**config.mk**
```make
export PLATFORM = sky130hd
export DESIGN_NAME = cartridge_adapter_register_window
export DESIGN_NICKNAME = d
export VERILOG_FILES = /design/src/carw_pkg.sv /design/src/carw_ctrl.sv /design/src/carw_datapath.sv /design/src/cartridge_adapter_register_window.sv
export SDC_FILE = /design/constraint.sdc
export NUM_CORES = 1
export LEC_CHECK = 0
export ABC_AREA = 0
export BUFFER_PORTS_ARGS = -buffer_cell sky130_fd_sc_hd__buf_2
export CAP_MARGIN = 0
export CORE_UTILIZATION = 35
export CTS_BUF_LIST = sky130_fd_sc_hd__clkbuf_16
export CTS_CLUSTER_DIAMETER = 200
export DETAILED_ROUTE_END_ITERATION = 10
export PLACE_DENSITY = 0.59
export SLEW_MARGIN = 10
export SYNTH_ARGS = -nofsm -noshare
export SYNTH_HDL_FRONTEND = slang
export SYNTH_SLANG_ARGS = --single-unit
```
**constraint.sdc**
```tcl
create_clock -name clk -period 5.38 [get_ports clk]
set_input_delay 0.538 -clock clk [delete_from_list [all_inputs] [get_ports clk]]
set_output_delay 0.538 -clock clk [all_outputs]
set_load 0.005 [all_outputs]
```
**src/carw_pkg.sv**
```systemverilog
// ----------------------------------------------------------------------------
// carw_pkg
// Shared types and constants for the cartridge adapter register window.
// ----------------------------------------------------------------------------
package carw_pkg;

	localparam int AddrW = 16;
	localparam int ByteW = 8;
	localparam int OpW   = 3;

	localparam logic [3:0] RegionPower  = 4'h8;
	localparam logic [3:0] RegionBank   = 4'hA;
	localparam logic [3:0] RegionStatus = 4'hB;

	localparam logic [ByteW-1:0] PowerOnCode  = 8'h84;
	localparam logic [ByteW-1:0] StatusBad    = 8'h40;
	localparam logic [ByteW-1:0] StatusPower  = 8'h80;
	localparam logic [ByteW-1:0] StatusEnable = 8'h01;
	localparam logic [ByteW-1:0] StatusReset  = 8'h04;
	localparam logic [ByteW-1:0] StatusSeen   = 8'h08;
	localparam logic [ByteW-1:0] OpenBusByte  = 8'hFF;

	typedef enum logic [OpW-1:0] {
		CART_NONE      = 3'd0,
		CART_ROM_READ  = 3'd1,
		CART_RAM_READ  = 3'd2,
		CART_MAP_WRITE = 3'd3,
		CART_RAM_WRITE = 3'd4
	} cart_op_t;

	typedef enum logic {
		ST_IDLE = 1'b0,
		ST_HOLD = 1'b1
	} ctrl_state_t;

	typedef struct packed {
		logic load;
	} carw_cmd_t;

	function automatic logic [ByteW-1:0] build_status(input logic powered,
		input logic enabled, input logic resetting, input logic seen);
		logic [ByteW-1:0] v;
		v = '0;
		if (powered) begin
			v = StatusPower;
			if (enabled)   v = v | StatusEnable;
			if (resetting) v = v | StatusReset;
			if (seen)      v = v | StatusSeen;
		end
		return v;
	endfunction

endpackage

```
**src/carw_ctrl.sv**
```systemverilog
// ----------------------------------------------------------------------------
// carw_ctrl
// Handshake controller: takes a word, holds the result until it is taken.
// ----------------------------------------------------------------------------
module carw_ctrl import carw_pkg::*; (
	input  logic      clk,
	input  logic      arst_n,
	input  logic      in_valid,
	output logic      in_ready,
	output logic      out_valid,
	input  logic      out_ready,
	output carw_cmd_t cmd
);

	ctrl_state_t state_q, state_next;

	always_ff @(posedge clk or negedge arst_n) begin
		if (!arst_n) begin
			state_q <= ST_IDLE;
		end else begin
			state_q <= state_next;
		end
	end

	always_comb begin
		state_next = state_q;
		in_ready   = 1'b0;
		out_valid  = 1'b0;
		cmd.load   = 1'b0;
		unique case (state_q)
			ST_IDLE: begin
				in_ready = 1'b1;
				cmd.load = in_valid;
				if (in_valid) state_next = ST_HOLD;
			end
			ST_HOLD: begin
				out_valid = 1'b1;
				in_ready  = out_ready;
				cmd.load  = in_valid & out_ready;
				if (out_ready && !in_valid) state_next = ST_IDLE;
			end
			default: state_next = ST_IDLE;
		endcase
	end

endmodule

```
**src/carw_datapath.sv**
```systemverilog
// ----------------------------------------------------------------------------
// carw_datapath
// Register file, address decode, bank translation and result register.
// ----------------------------------------------------------------------------
module carw_datapath import carw_pkg::*; (
	input  logic             clk,
	input  logic             arst_n,
	input  carw_cmd_t        cmd,
	input  logic             kind,
	input  logic [AddrW-1:0] address,
	input  logic [ByteW-1:0] write_data,
	output logic [ByteW-1:0] read_data,
	output cart_op_t         cart_op,
	output logic [AddrW-1:0] cart_address,
	output logic [ByteW-1:0] cart_data,
	output logic             invalid_access
);

	logic             powered_q, enable_q, resetting_q, seen_q;
	logic [ByteW-1:0] bank_q, status_q;

	logic             powered_n, enable_n, resetting_n, seen_n;
	logic [ByteW-1:0] bank_n, status_n;
	logic [ByteW-1:0] rd_n, cdata_n;
	cart_op_t         op_n;
	logic [AddrW-1:0] caddr_n, xlat;
	logic             bad_n;
	logic [3:0]       region;

	assign region = address[AddrW-1:AddrW-4];
	assign xlat   = {bank_q[1:0], address[AddrW-3:0]};

	always_comb begin
		powered_n   = powered_q;
		enable_n    = enable_q;
		resetting_n = resetting_q;
		seen_n      = seen_q;
		bank_n      = bank_q;
		status_n    = status_q;
		rd_n        = '0;
		op_n        = CART_NONE;
		caddr_n     = '0;
		cdata_n     = '0;
		bad_n       = 1'b0;
		if (!kind && !powered_q) begin
			rd_n = '0;
		end else if (region == RegionPower) begin
			if (kind) begin
				powered_n = (write_data == PowerOnCode);
				if (powered_n && !powered_q) begin
					resetting_n = 1'b1;
					seen_n      = 1'b1;
				end else if (!powered_n) begin
					enable_n    = 1'b0;
					resetting_n = 1'b0;
					seen_n      = 1'b0;
				end
				status_n = build_status(powered_n, enable_n, resetting_n, seen_n);
			end else begin
				rd_n = PowerOnCode;
			end
		end else if (region == RegionBank) begin
			if (kind) bank_n = write_data;
			else rd_n = bank_q;
		end else if (region == RegionStatus) begin
			if (kind) begin
				enable_n = write_data[0];
				if (enable_n && !enable_q) begin
					resetting_n = 1'b1;
					seen_n      = 1'b1;
				end
				status_n = build_status(powered_q, enable_n, resetting_n, seen_n);
			end else begin
				rd_n = status_q;
				if (resetting_q) begin
					resetting_n = 1'b0;
					status_n = build_status(powered_q, enable_q, 1'b0, seen_q);
				end
			end
		end else if (address[AddrW-1:AddrW-2] == 2'b11) begin
			if (powered_q && enable_q) begin
				if (!xlat[AddrW-1]) begin
					op_n    = kind ? CART_MAP_WRITE : CART_ROM_READ;
					caddr_n = xlat;
					if (kind) cdata_n = write_data;
				end else if (xlat[AddrW-1:AddrW-3] == 3'b101) begin
					op_n    = kind ? CART_RAM_WRITE : CART_RAM_READ;
					caddr_n = xlat;
					if (kind) cdata_n = write_data;
				end else if (!kind) begin
					rd_n = OpenBusByte;
				end
			end else if (!kind) begin
				rd_n = OpenBusByte;
			end
		end else begin
			status_n = StatusBad;
			bad_n    = 1'b1;
			if (!kind) rd_n = OpenBusByte;
		end
	end

	always_ff @(posedge clk or negedge arst_n) begin
		if (!arst_n) begin
			powered_q   <= 1'b0;
			enable_q    <= 1'b0;
			resetting_q <= 1'b0;
			seen_q      <= 1'b0;
			bank_q      <= '0;
			status_q    <= '0;
		end else if (cmd.load) begin
			powered_q   <= powered_n;
			enable_q    <= enable_n;
			resetting_q <= resetting_n;
			seen_q      <= seen_n;
			bank_q      <= bank_n;
			status_q    <= status_n;
		end
	end

	always_ff @(posedge clk) begin
		if (cmd.load) begin
			read_data      <= rd_n;
			cart_op        <= op_n;
			cart_address   <= caddr_n;
			cart_data      <= cdata_n;
			invalid_access <= bad_n;
		end
	end

endmodule

```
**src/cartridge_adapter_register_window.sv**
```systemverilog
// ----------------------------------------------------------------------------
// cartridge_adapter_register_window
// Bus register window of a cartridge adapter: power, bank and status
// registers plus a banked window forwarded as cartridge requests.
// ----------------------------------------------------------------------------
// Timing: a result word is valid in the cycle after its input word is taken.
// Throughput: one word per cycle while the output side keeps taking results;
// a new word enters in the cycle its predecessor's result is taken.
// Reset: arst_n clears all flags, bank and status to zero and drops any held
// result (m_tvalid low); the result register contents are not cleared.
module cartridge_adapter_register_window import carw_pkg::*; (
	input  logic        clk,
	input  logic        arst_n,
	input  logic        s_tvalid,
	output logic        s_tready,
	input  logic [23:0] s_tdata,  // address[15:0], write_data[23:16]
	input  logic        s_tuser,  // kind
	output logic        m_tvalid,
	input  logic        m_tready,
	output logic [31:0] m_tdata,  // read_data[7:0], cart_address[23:8], cart_data[31:24]
	output logic [3:0]  m_tuser   // cart_op[2:0], invalid_access[3]
);

	carw_cmd_t        cmd;
	logic [ByteW-1:0] read_data, cart_data;
	cart_op_t         cart_op;
	logic [AddrW-1:0] cart_address;
	logic             invalid_access;

	carw_ctrl u_ctrl (
		.clk       (clk),
		.arst_n    (arst_n),
		.in_valid  (s_tvalid),
		.in_ready  (s_tready),
		.out_valid (m_tvalid),
		.out_ready (m_tready),
		.cmd       (cmd)
	);

	carw_datapath u_datapath (
		.clk            (clk),
		.arst_n         (arst_n),
		.cmd            (cmd),
		.kind           (s_tuser),
		.address        (s_tdata[15:0]),
		.write_data     (s_tdata[23:16]),
		.read_data      (read_data),
		.cart_op        (cart_op),
		.cart_address   (cart_address),
		.cart_data      (cart_data),
		.invalid_access (invalid_access)
	);

	assign m_tdata = {cart_data, cart_address, read_data};
	assign m_tuser = {invalid_access, cart_op};

endmodule
```
### After elaboration in Yosys (flattened, before gate mapping)

Index checks and enable logic that the tools add are counted.

* input bits: 29
* output and inout port bits: 38
* register bits after elaboration: 57
* word-level logic and storage cells: 136

* equality and inequality tests: 11
* bitwise gates (word level): 7
* multiplexer cells: 87
* reductions and logical operators: 18

Operators with widths (number)
* 8-bit 2-to-1 mux: 24
* 1-bit 2-to-1 mux: 49
* 16-bit 2-to-1 mux: 1
* 15-bit 2-to-1 mux: 1
* 3-bit 2-to-1 mux: 5
* 4-bit == test, second input constant: 3
* 4-bit 2-to-1 mux: 3
* 6-bit AND reduction: 2
* 5-bit AND reduction: 2
* 8-bit == test, second input constant: 1
* 7-bit OR reduction: 1
* 1-bit inverter: 6
* 1-bit case mux with 2 select lines: 3
* 6-bit OR reduction: 1
* 1-bit logical AND: 5
* 1-bit zero test: 4
* 4-bit by 2-bit != test with 1-bit output, second input constant: 1
* 4-bit AND reduction: 1
* 4-bit OR reduction: 1
* 3-bit == test, second input constant: 1
* 3-bit by 1-bit != test with 1-bit output, second input constant: 1
* 3-bit by 2-bit != test with 1-bit output, second input constant: 1
* 2-bit == test, second input constant: 1
* 2-bit 2-to-1 mux: 1
* 4 further kinds: 4

### Longest topological paths before layout

Gate-level depths: netlist (run 1).

* depth after elaboration: 15
* gate-level depth with buffers: 7
* mapped depth without buffers: 4

### By module

Synthesis (run 1) repeated with hierarchy kept, for this count alone.

* cell total of the unflattened synthesis: 192
* area, all modules: 2437.3 µm²

By module, submodules not included
* carw_datapath: area each 2376.0 µm², times used 1, sequential area each 1506.4 µm², cells each 187
* carw_ctrl: area each 53.8 µm², times used 1, sequential area each 25.0 µm², cells each 4
* cartridge_adapter_register_window: area each 7.5 µm², times used 1, sequential area each 0.0 µm², cells each 1

### Worst setup path before layout (run 1)

No wires, ideal clock.

* kind: input -> register
* start point: in m_tready
* end point: reg u_datapath.status_q[0]
* path buffers: 0
* setup slack: 2.831 ns
* setup time: 0.128 ns
* data required time: 5.252 ns
* arrival: 2.422 ns
* cell stages on the path: 4
* cell sequence: nand2b_1 and2_1 nand3_1 mux2_1

* longest elaborated chain between the ends: 3

RTL lines
* start: declaration: line cartridge_adapter_register_window.sv:19 `input logic m_tready,`
* 1-bit bitwise AND: line carw_ctrl.sv:39 `cmd.load = in_valid & out_ready;`
* 1-bit case mux with 2 select lines: line carw_ctrl.sv:30 `unique case (state_q)`
* 6-bit AND reduction (no source line)
* end signal: assignment: line carw_datapath.sv:117 `status_q <= status_n;`
* end: declaration: line carw_datapath.sv:20 `logic [ByteW-1:0] bank_q, status_q;`

No other way between the ends.
A chain may end at the register's enable or synchronous reset.

### Worst setup path in the final report (run 1)

* start point: in s_tdata[13]
* end point: reg u_datapath.status_q[3]

* longest elaborated chain between the ends: 4
* elaborated cells between the ends (all ways): 11
* classes of those cells: eq/ne: 7; mux: 3; reduce/logical: 1

RTL lines
* start: declaration: line cartridge_adapter_register_window.sv:16 `input logic [23:0] s_tdata,`
* branches (longest 4 deep; another with 6-bit AND reduction)

Several ways; the timed one is not identified. The select of a mux whose other input is x is not followed.

==> results of run 1 <==
routing by layer:
layer | part of all wire | vias up | track usage | wire length (um)
met5 | 0 | - | 0 | 0
met1 | 0.45 | 820 | 0.1879 | 2252
li1 | - | 822 | - | -
met2 | 0.48 | 51 | 0.2236 | 2385
met4 | 0.014 | 0 | 0.05152 | 72
met3 | 0.054 | 6 | 0.03891 | 271
critical path, stage by stage:
cell	delay [ps]
sky130_fd_sc_hd__buf_2	180
sky130_fd_sc_hd__or4b_1	670
sky130_fd_sc_hd__or3_1	500
sky130_fd_sc_hd__o22ai_1	180
sky130_fd_sc_hd__mux2_2	170
power breakdown:
part / leakage [uW] / internal (uW) / switching, uW / total (uW)
Clock: 0.0000812 / 218 / 138 / 356
Combinational: 0.000631 / 40.8 / 48.2 / 89.0
Sequential: 0.000583 / 474 / 18.8 / 492
cells by family (layout without fill, tap and decap cells):
group / Yosys count / after routing / synth area share
AOI/OAI and AO/OA: 36 / 36 / 0.09784
xor gates and xnor gates: 2 / 2 / 0.007210
buffers and inverters: 15 / 80 / 0.03398
DFF: 54 / 54 / 0.6303
muxes: 14 / 14 / 0.06437
and+or+nand+nor: 67 / 67 / 0.1663
cell usage in the layout (no fill, tap or decap), types with 3 or more instances in the layout:
master | synthesis | routed
sky130_fd_sc_hd__nand2b_1 | 4 | 4
sky130_fd_sc_hd__edfxtp_1 | 36 | 36
sky130_fd_sc_hd__and2_1 | 16 | 16
sky130_fd_sc_hd__nand2_1 | 9 | 9
sky130_fd_sc_hd__nor2_1 | 7 | 7
sky130_fd_sc_hd__and3_1 | 8 | 8
sky130_fd_sc_hd__buf_2 | 3 | 66
sky130_fd_sc_hd__mux2_2 | 12 | 12
sky130_fd_sc_hd__nor2b_1 | 5 | 5
sky130_fd_sc_hd__dfrtp_1 | 18 | 18
sky130_fd_sc_hd__clkbuf_16 | 0 | 5
sky130_fd_sc_hd__o21ai_0 | 3 | 3
sky130_fd_sc_hd__a21oi_1 | 13 | 13
sky130_fd_sc_hd__a22oi_1 | 5 | 5
sky130_fd_sc_hd__o22ai_1 | 3 | 3
sky130_fd_sc_hd__inv_1 | 4 | 5
flip-flops by register name (all words and copies together) (netlist names), 3 cells and up, named ones only:
signal	cells
u_datapath.status_q	5
u_datapath.bank_q	8
u_datapath.cart_op	3
u_datapath.cart_data	8
u_datapath.cart_address	16
u_datapath.read_data	8
cell type report:
class	instances	area share
sequential	54	0.5149
clock buffer	5	0.04207
inverter	4	0.005048
multi-input combinational	119	0.2743
timing repair buffer	68	0.1161
tap	80	0.03366
clock inverter	3	0.01388
stage by stage:
| step | std cells | util | hold slack [ps] |
|---|---|---|---|
| after floorplan | 188 | - | 242.4 |
| after global placement | 325 | 0.4156 | 492.3 |
| after detailed placement | 325 | 0.4156 | 491.0 |
| after CTS | 333 | 0.4402 | 180.7 |
| after global routing | 333 | 0.4402 | 205.3 |
| final | 333 | 0.4402 | 174.6 |
worst paths after layout:
check	end	slack, ps
worst min register to register	u_datapath.status_q[0]$_DFFE_PN0P_	510
worst min-delay path	u_ctrl.state_q$_DFF_PN0_	170
worst max register to register	u_datapath.status_q[0]$_DFFE_PN0P_	3430
min in group clk	u_ctrl.state_q$_DFF_PN0_	500
max in group asynchronous	u_datapath.status_q[7]$_DFFE_PN0P_	4910
worst max-delay path	u_datapath.status_q[3]$_DFFE_PN0P_	3380
==> results.rst, run 1 <==
.. list-table::
   :header-rows: 1

   * - Metric
     - Value
   * - Combined area of all synthesized cells
     - 2430 um2
   * - Beginning of the worst register-to-register path
     - u_ctrl.state_q$_DFF_PN0_
   * - Number of antenna violations at the first check in global routing
     - 0
   * - Period utilisation layout
     - 0.3718
   * - Crit end category
     - flip-flop
   * - Vias in the first global route
     - 1,571
   * - Worst setup path startpoint
     - s_tdata[13]
   * - Commonest cells post-synth
     - sky130_fd_sc_hd__edfxtp_1, sky130_fd_sc_hd__dfrtp_1, sky130_fd_sc_hd__and2_1, sky130_fd_sc_hd__a21oi_1, sky130_fd_sc_hd__mux2_2
   * - Total via count in the routed design
     - 1,699
   * - Worst slew margin relative to its limit
     - 0.4615
   * - Clock buffer count from CTS
     - 5
   * - Number of max-slew violations in the final report
     - 0
   * - Number of H-tree levels
     - 2
   * - Fin area
     - 2974 um2
   * - Wire length of the first global-routing pass
     - 7935 um
   * - Synthesized area divided by synthesized cell count
     - 12.92 um2
   * - DP Area
     - 2808 um2
   * - Total power
     - 937.1 uW
   * - Layout net count
     - 281
   * - Clock Skew
     - 5.385 ps
   * - Number of enable-type register cells in the synthesized netlist
     - 36
   * - FF/Latch Area
     - 1531 um2
   * - Initial Util
     - 0.3596
   * - Final critical path time including I/O delays and setup
     - 2000 ps
   * - Area of the die
     - 7280 um2
   * - Max-Cap Viols
     - 0
   * - Unique cell type count in the Yosys netlist
     - 45
   * - Aggregate negative setup slack
     - 0 ps
   * - Flip-flop and latch count after synthesis
     - 54
   * - F_max
     - 499.9 MHz
   * - Slew at the pin with the worst max-slew slack
     - 796.5 ps
   * - Sum of routed wire length over all layers
     - 4981 um
   * - Number of port buffers
     - 66
   * - I/O Pins
     - 67
   * - Largest voltage drop on the vdd net
     - 0.1155 mV
   * - Required time of the worst setup path
     - 5620 ps
   * - Total nets after synthesis
     - 217
   * - Clock tree sinks
     - 54
   * - Pwr dens
     - 315.1 nW/um2
   * - Clock input transition at the sequential cells of the worst setup and hold paths
     - 70 ps
   * - Largest net degree at the start of global routing
     - 38
   * - WS Path Type
     - input pin to flip-flop
   * - Fraction of layout instances using a drive strength above 1
     - 0.3597
   * - Die Span X
     - 85.32 um
   * - Post-CTS repair timing setup buffer count
     - 0
   * - Total of warnings raised by yosys
     - 0
   * - Top cells by area, synth
     - sky130_fd_sc_hd__edfxtp_1, sky130_fd_sc_hd__dfrtp_1, sky130_fd_sc_hd__mux2_2, sky130_fd_sc_hd__and2_1, sky130_fd_sc_hd__a21oi_1
   * - Total grt overflow
     - 0
   * - Residual antenna-violating net count after detailed routing
     - 0
   * - Source-to-sink clock delay at the later pin of the worst-skew pair
     - 290 ps
   * - Synth async-reset ratio
     - 0.3333
   * - Count of endpoints failing hold in the final timing report
     - 0
   * - Register area share after synthesis
     - 0.6303
   * - Worst hold-check path type
     - input pin to async pin
   * - Final estimated routing congestion in global placement
     - 0.8180
   * - Floorplan core area
     - 6756 um2
   * - DRC violation total after the first TritonRoute iteration
     - 103
   * - CTS tree
     - built
   * - Endpoint arrival time on the critical path
     - 2240 ps
   * - Routed via count divided by cell count
     - 5.102
   * - Resize count post-CTS
     - 0
   * - Post-CTS Hold Fix Bufs
     - 0
   * - Most common cell in the synthesized netlist
     - sky130_fd_sc_hd__edfxtp_1
   * - Area added between synthesis and finish
     - 22.40%
   * - Number of antenna repair diodes
     - 0
   * - Run status
     - finished, final reports clean
   * - Fraction of post-synthesis cell area in the top cell type by area
     - 0.4449
   * - Final critical-path setup slack
     - 3380 ps
   * - Leading area contributor after synthesis
     - sky130_fd_sc_hd__edfxtp_1
   * - Static Leak
     - 0.001296 uW
   * - Total global routing track utilization
     - 0.1417
   * - Depth of the worst register-to-register path
     - 5
   * - Total of fill cells in the finished design
     - 649
   * - Unrepaired setup endpoints after global routing
     - false
   * - Post-route DRC violation count
     - 0
   * - Setup crit start kind
     - input pin
   * - Final setup violation count
     - 0
   * - Clock root cell
     - sky130_fd_sc_hd__clkbuf_16
   * - 1st-pass router iterations
     - 4
   * - Count of standard-cell rows
     - 30
   * - Maximum root-to-sink buffer count
     - 2
   * - Detailed-route wire length per cell
     - 14.96 um
   * - CP max FO
     - 13
   * - Area taken by multi-input logic gates
     - 815.8 um2
   * - Chip Height
     - 85.32 um
   * - Setup Slack @ Placement
     - 3086 ps
   * - Final HPWL DP
     - 3619 um
   * - Number of instances in the synthesized netlist
     - 188
   * - Top FF cell, synth
     - sky130_fd_sc_hd__edfxtp_1
Power figures use the tool's default switching activity.
==> run 2, diff against run 1 <==
--- a/config.mk
+++ b/config.mk
@@ -5,7 +5,7 @@
 export SDC_FILE = /design/constraint.sdc
 export NUM_CORES = 1
 export LEC_CHECK = 0
-export ABC_AREA = 0
+export ABC_AREA = 1
 export BUFFER_PORTS_ARGS = -buffer_cell sky130_fd_sc_hd__buf_2
 export CAP_MARGIN = 0
 export CORE_UTILIZATION = 35
==> constraint.sdc (replaced) <==
create_clock -name clk -period 1.98 [get_ports clk]
set_input_delay 0.198 -clock clk [delete_from_list [all_inputs] [get_ports clk]]
set_output_delay 0.198 -clock clk [all_outputs]
set_load 0.005 [all_outputs]
==> results.rst, run 2 <==
.. list-table::
   :header-rows: 1

   * - Metric
     - Value
   * - Count of standard-cell rows
     - 30 (unchanged)
   * - Number of enable-type register cells in the synthesized netlist
     - 36 (unchanged)
   * - Synth async-reset ratio
     - 0.3333 (unchanged)
   * - Area of the die
     - 7601 um2 (was 7280 um2)
   * - Clock Skew
     - 5.795 ps (was 5.385 ps)
   * - Number of H-tree levels
     - 2 (unchanged)
   * - Setup crit start kind
     - flip-flop (was input pin)
   * - Fraction of post-synthesis cell area in the top cell type by area
     - 0.4256 (was 0.4449)
   * - DRC violation total after the first TritonRoute iteration
     - 61 (was 103)
   * - Critical path endpoint
     - u_datapath.cart_data[7]$_SDFFCE_PP0N_ (was u_datapath.status_q[3]$_DFFE_PN0P_)
   * - Final critical path time including I/O delays and setup
     - 1422 ps
   * - Total global routing track utilization
     - 0.1504 (was 0.1417)
   * - Final estimated routing congestion in global placement
     - 0.8357 (was 0.8180)
   * - Reg2reg setup slack
     - 560 ps (was 3430 ps)
   * - Largest net degree at the start of global routing
     - 22 (was 38)
   * - Clock root cell
     - sky130_fd_sc_hd__clkbuf_16 (unchanged)
   * - Count of endpoints failing hold in the final timing report
     - 0 (unchanged)
   * - Wire length of the first global-routing pass
     - 8735 um (was 7935 um)
   * - Largest register FFs
     - 16 (unchanged)
   * - Worst slew margin relative to its limit
     - 0.6383 (was 0.4615)
   * - Most used cells in the layout excluding fill and tap cells
     - sky130_fd_sc_hd__nand2_1, sky130_fd_sc_hd__buf_2, sky130_fd_sc_hd__inv_1, sky130_fd_sc_hd__nor2_1, sky130_fd_sc_hd__edfxtp_1 (was sky130_fd_sc_hd__buf_2, sky130_fd_sc_hd__edfxtp_1, sky130_fd_sc_hd__dfrtp_1, sky130_fd_sc_hd__and2_1, sky130_fd_sc_hd__a21oi_1)
   * - Worst hold-check path type
     - input pin to flip-flop (was input pin to async pin)
   * - Residual antenna-violating net count after detailed routing
     - 0 (unchanged)
   * - Largest Register
     - u_datapath.cart_address (unchanged)
   * - Layout net count
     - 377 (was 281)
   * - Commonest cells post-synth
     - sky130_fd_sc_hd__nand2_1, sky130_fd_sc_hd__inv_1, sky130_fd_sc_hd__nor2_1, sky130_fd_sc_hd__edfxtp_1, sky130_fd_sc_hd__dfrtp_1 (was sky130_fd_sc_hd__edfxtp_1, sky130_fd_sc_hd__dfrtp_1, sky130_fd_sc_hd__and2_1, sky130_fd_sc_hd__a21oi_1, sky130_fd_sc_hd__mux2_2)
   * - I/O Pins
     - 67 (unchanged)
   * - Floorplan core area
     - 6907 um2 (was 6756 um2)
   * - Worst setup path startpoint
     - u_ctrl.state_q$_DFF_PN0_ (was s_tdata[13])
   * - Number of antenna repair diodes
     - 0 (unchanged)
   * - Number of max-slew violations in the final report
     - 0 (unchanged)
   * - Number of instances in the synthesized netlist
     - 277 (was 188)
   * - Leading area contributor after synthesis
     - sky130_fd_sc_hd__edfxtp_1 (unchanged)
   * - Flip-flop and latch count after synthesis
     - 54 (unchanged)
   * - CP max FO
     - 21 (was 13)
   * - End of the worst register-to-register path
     - u_datapath.cart_data[7]$_SDFFCE_PP0N_ (was u_datapath.status_q[0]$_DFFE_PN0P_)
   * - Die Span X
     - 87.19 um (was 85.32 um)
   * - Synthesized area divided by synthesized cell count
     - 9.169 um2 (was 12.92 um2)
   * - Post-CTS repair timing setup buffer count
     - 0 (unchanged)
   * - Crit end category
     - flip-flop (unchanged)
   * - Area added between synthesis and finish
     - 24.14% (was 22.40%)
   * - Fraction of layout instances using a drive strength above 1
     - 0.2837 (was 0.3597)
   * - Combined area of all synthesized cells
     - 2540 um2 (was 2430 um2)
   * - Total grt overflow
     - 0 (unchanged)
   * - Run status
     - finished, final reports clean (unchanged)
   * - Beginning of the worst register-to-register path
     - u_ctrl.state_q$_DFF_PN0_ (unchanged)
   * - Most common cell after layout, fill and taps aside
     - sky130_fd_sc_hd__nand2_1 (was sky130_fd_sc_hd__buf_2)
   * - Number of antenna violations at the first check in global routing
     - 0 (unchanged)
   * - Top cells by area, synth
     - sky130_fd_sc_hd__edfxtp_1, sky130_fd_sc_hd__dfrtp_1, sky130_fd_sc_hd__nand2_1, sky130_fd_sc_hd__inv_1, sky130_fd_sc_hd__nor2_1 (was sky130_fd_sc_hd__edfxtp_1, sky130_fd_sc_hd__dfrtp_1, sky130_fd_sc_hd__mux2_2, sky130_fd_sc_hd__and2_1, sky130_fd_sc_hd__a21oi_1)
   * - Cells along the critical path
     - nand2_2 > nand2_1 > clkinvlp_4 > buf_4 (was buf_2 > or4b_1 > or3_1 > o22ai_1 > mux2_2)
   * - Max-Cap Viols
     - 0 (unchanged)
   * - Critical-path cell with the highest stage delay
     - sky130_fd_sc_hd__dfrtp_1 (was sky130_fd_sc_hd__or4b_1)
   * - WS Path Type
     - flip-flop to flip-flop (was input pin to flip-flop)
   * - Depth of the worst register-to-register path
     - 4 (was 5)
   * - Period utilisation layout
     - 0.7183
   * - Source-to-sink clock delay at the later pin of the worst-skew pair
     - 290 ps (about the same)
   * - Maximum root-to-sink buffer count
     - 2 (unchanged)
   * - 1st-pass router iterations
     - 5 (was 4)
   * - Vias in the first global route
     - 1,906 (was 1,571)
   * - Final HPWL DP
     - 4097 um (was 3619 um)
   * - Number of non-filler instances in the completed layout
     - 445 (was 333)
   * - Unique cell type count in the Yosys netlist
     - 22 (was 45)
   * - Final setup violation count
     - 0 (unchanged)
   * - Aggregate negative setup slack
     - 0 ps (unchanged)
   * - Sum of routed wire length over all layers
     - 5387 um (was 4981 um)
   * - Register area share after synthesis
     - 0.6030 (was 0.6303)
   * - Inst Count DP
     - 436 (was 325)
   * - Slew at the pin with the worst max-slew slack
     - 540.6 ps (was 796.5 ps)
   * - Initial Util
     - 0.3678 (was 0.3596)
   * - Chip Height
     - 87.19 um (was 85.32 um)
   * - Resize count post-CTS
     - 0 (unchanged)
   * - Largest voltage drop on the vdd net
     - 0.4886 mV (was 0.1155 mV)
   * - Pwr dens
     - 869.2 nW/um2 (was 315.1 nW/um2)
   * - Endpoint arrival time on the critical path
     - 1390 ps (was 2240 ps)
   * - Required time of the worst setup path
     - 1950 ps (was 5620 ps)
   * - F_max
     - 703.1 MHz
   * - Clock tree sinks
     - 54 (unchanged)
   * - Post-route DRC violation count
     - 0 (unchanged)
   * - CP max stage delay
     - 380 ps (was 670 ps)
   * - Top FF cell, synth
     - sky130_fd_sc_hd__edfxtp_1 (unchanged)
   * - Total of warnings raised by yosys
     - 0 (unchanged)
   * - Detailed-route wire length per cell
     - 12.11 um (was 14.96 um)
   * - Most common cell in the synthesized netlist
     - sky130_fd_sc_hd__nand2_1 (was sky130_fd_sc_hd__edfxtp_1)
   * - Total nets after synthesis
     - 306 (was 217)
   * - CTS tree
     - built (unchanged)
   * - Unrepaired setup endpoints after global routing
     - false (unchanged)
   * - Number of port buffers
     - 66 (unchanged)
   * - Clock input transition at the sequential cells of the worst setup and hold paths
     - 70 ps (about the same)
   * - Routed via count divided by cell count
     - 4.434 (was 5.102)
   * - Static Leak
     - 0.001533 uW (was 0.001296 uW)
   * - Clock buffer count from CTS
     - 5 (unchanged)
   * - Total via count in the routed design
     - 1,973 (was 1,699)
==> run 2: cell count changes after synthesis, moves of 9 or more <==
cell / previous run / this run
sky130_fd_sc_hd__and2_1: 16 / 0
sky130_fd_sc_hd__o21ai_1: 1 / 11
sky130_fd_sc_hd__nand2_1: 9 / 71
sky130_fd_sc_hd__inv_1: 4 / 42
sky130_fd_sc_hd__nand3_1: 2 / 11
sky130_fd_sc_hd__nor2_1: 7 / 39
sky130_fd_sc_hd__mux2_2: 12 / 0
==> run 2: critical path, delay by kind of cell (launching register included) <==
family        cells  cell delay [ps]
buf+inv           2              460
flops             1              380
simple gates      2              250
==> run 2: per-stage QoR <==
step                setup slack, ps  hold slack (ps)  cell area [um2]  total power [uW]    util
finish                        557.8            101.2             3153              2741  0.4565
global route                  382.2            119.4             3153              2863  0.4565
CTS                           534.8            93.63             3153              2765  0.4565
detailed placement            553.9            177.0             2969              1755  0.4299
global placement              561.9            166.6             2969              1745  0.4299
floorplan                     163.8           -97.59             2544              1609       -
==> run 2: cell families (layout without fill, tap and decap cells) <==
logic type,count (synthesis),in the layout,synth area share
and+or+nand+nor,143,143,0.2507
DFF,54,54,0.6030
buffers and inverters,51,123,0.08374
AOI/OAI and AO/OA,29,29,0.06256
==> run 2: layout make-up <==
cell class	instances	area, um2
Fill cell	747	3754
Sequential cell	54	1531
Inverter	46	176.4
Clock inverter	3	48.80
Clock buffer	5	125.1
Tap cell	96	120.1
Timing Repair Buffer	69	355.3
Multi-Input combinational cell	172	795.8
==> run 2: per-layer routing <==
| layer | global-route usage | up-vias | wire, um |
|---|---|---|---|
| met3 | 0.03033 | 4 | 254 |
| met5 | 0 | - | 0 |
| met1 | 0.1823 | 885 | 2485 |
| li1 | - | 1023 | - |
| met4 | 0.04769 | 0 | 42 |
| met2 | 0.2684 | 61 | 2604 |
==> run 2: timing repair <==
action                                  CTS  global route
endpoints found under the setup margin    0             0
hold buffers                              1             0
endpoints found under the hold margin    18             0
==> run 2: how the worst min path moves through the flow <==
stage                                                to  depth (start not counted)  startpoint
after global placement    u_datapath.seen_q$_DFFE_PN0P_                          1      arst_n
final                          u_ctrl.state_q$_DFF_PN0_                          3    s_tvalid
after global routing           u_ctrl.state_q$_DFF_PN0_                          3    s_tvalid
after CTS                      u_ctrl.state_q$_DFF_PN0_                          3    s_tvalid
after detailed placement       u_ctrl.state_q$_DFF_PN0_                          1      arst_n
after floorplan                               async pin                          0      arst_n
==> run 2: report_power, final <==
| part | leakage [uW] | internal, uW | switching [uW] | total, uW |
|---|---|---|---|---|
| Sequential | 0.000588 | 1320 | 59.8 | 1380 |
| Combinational | 0.000863 | 129 | 226 | 355 |
| Clock | 0.0000819 | 606 | 405 | 1010 |
| Total | 0.00153 | 2050 | 691 | 2740 |
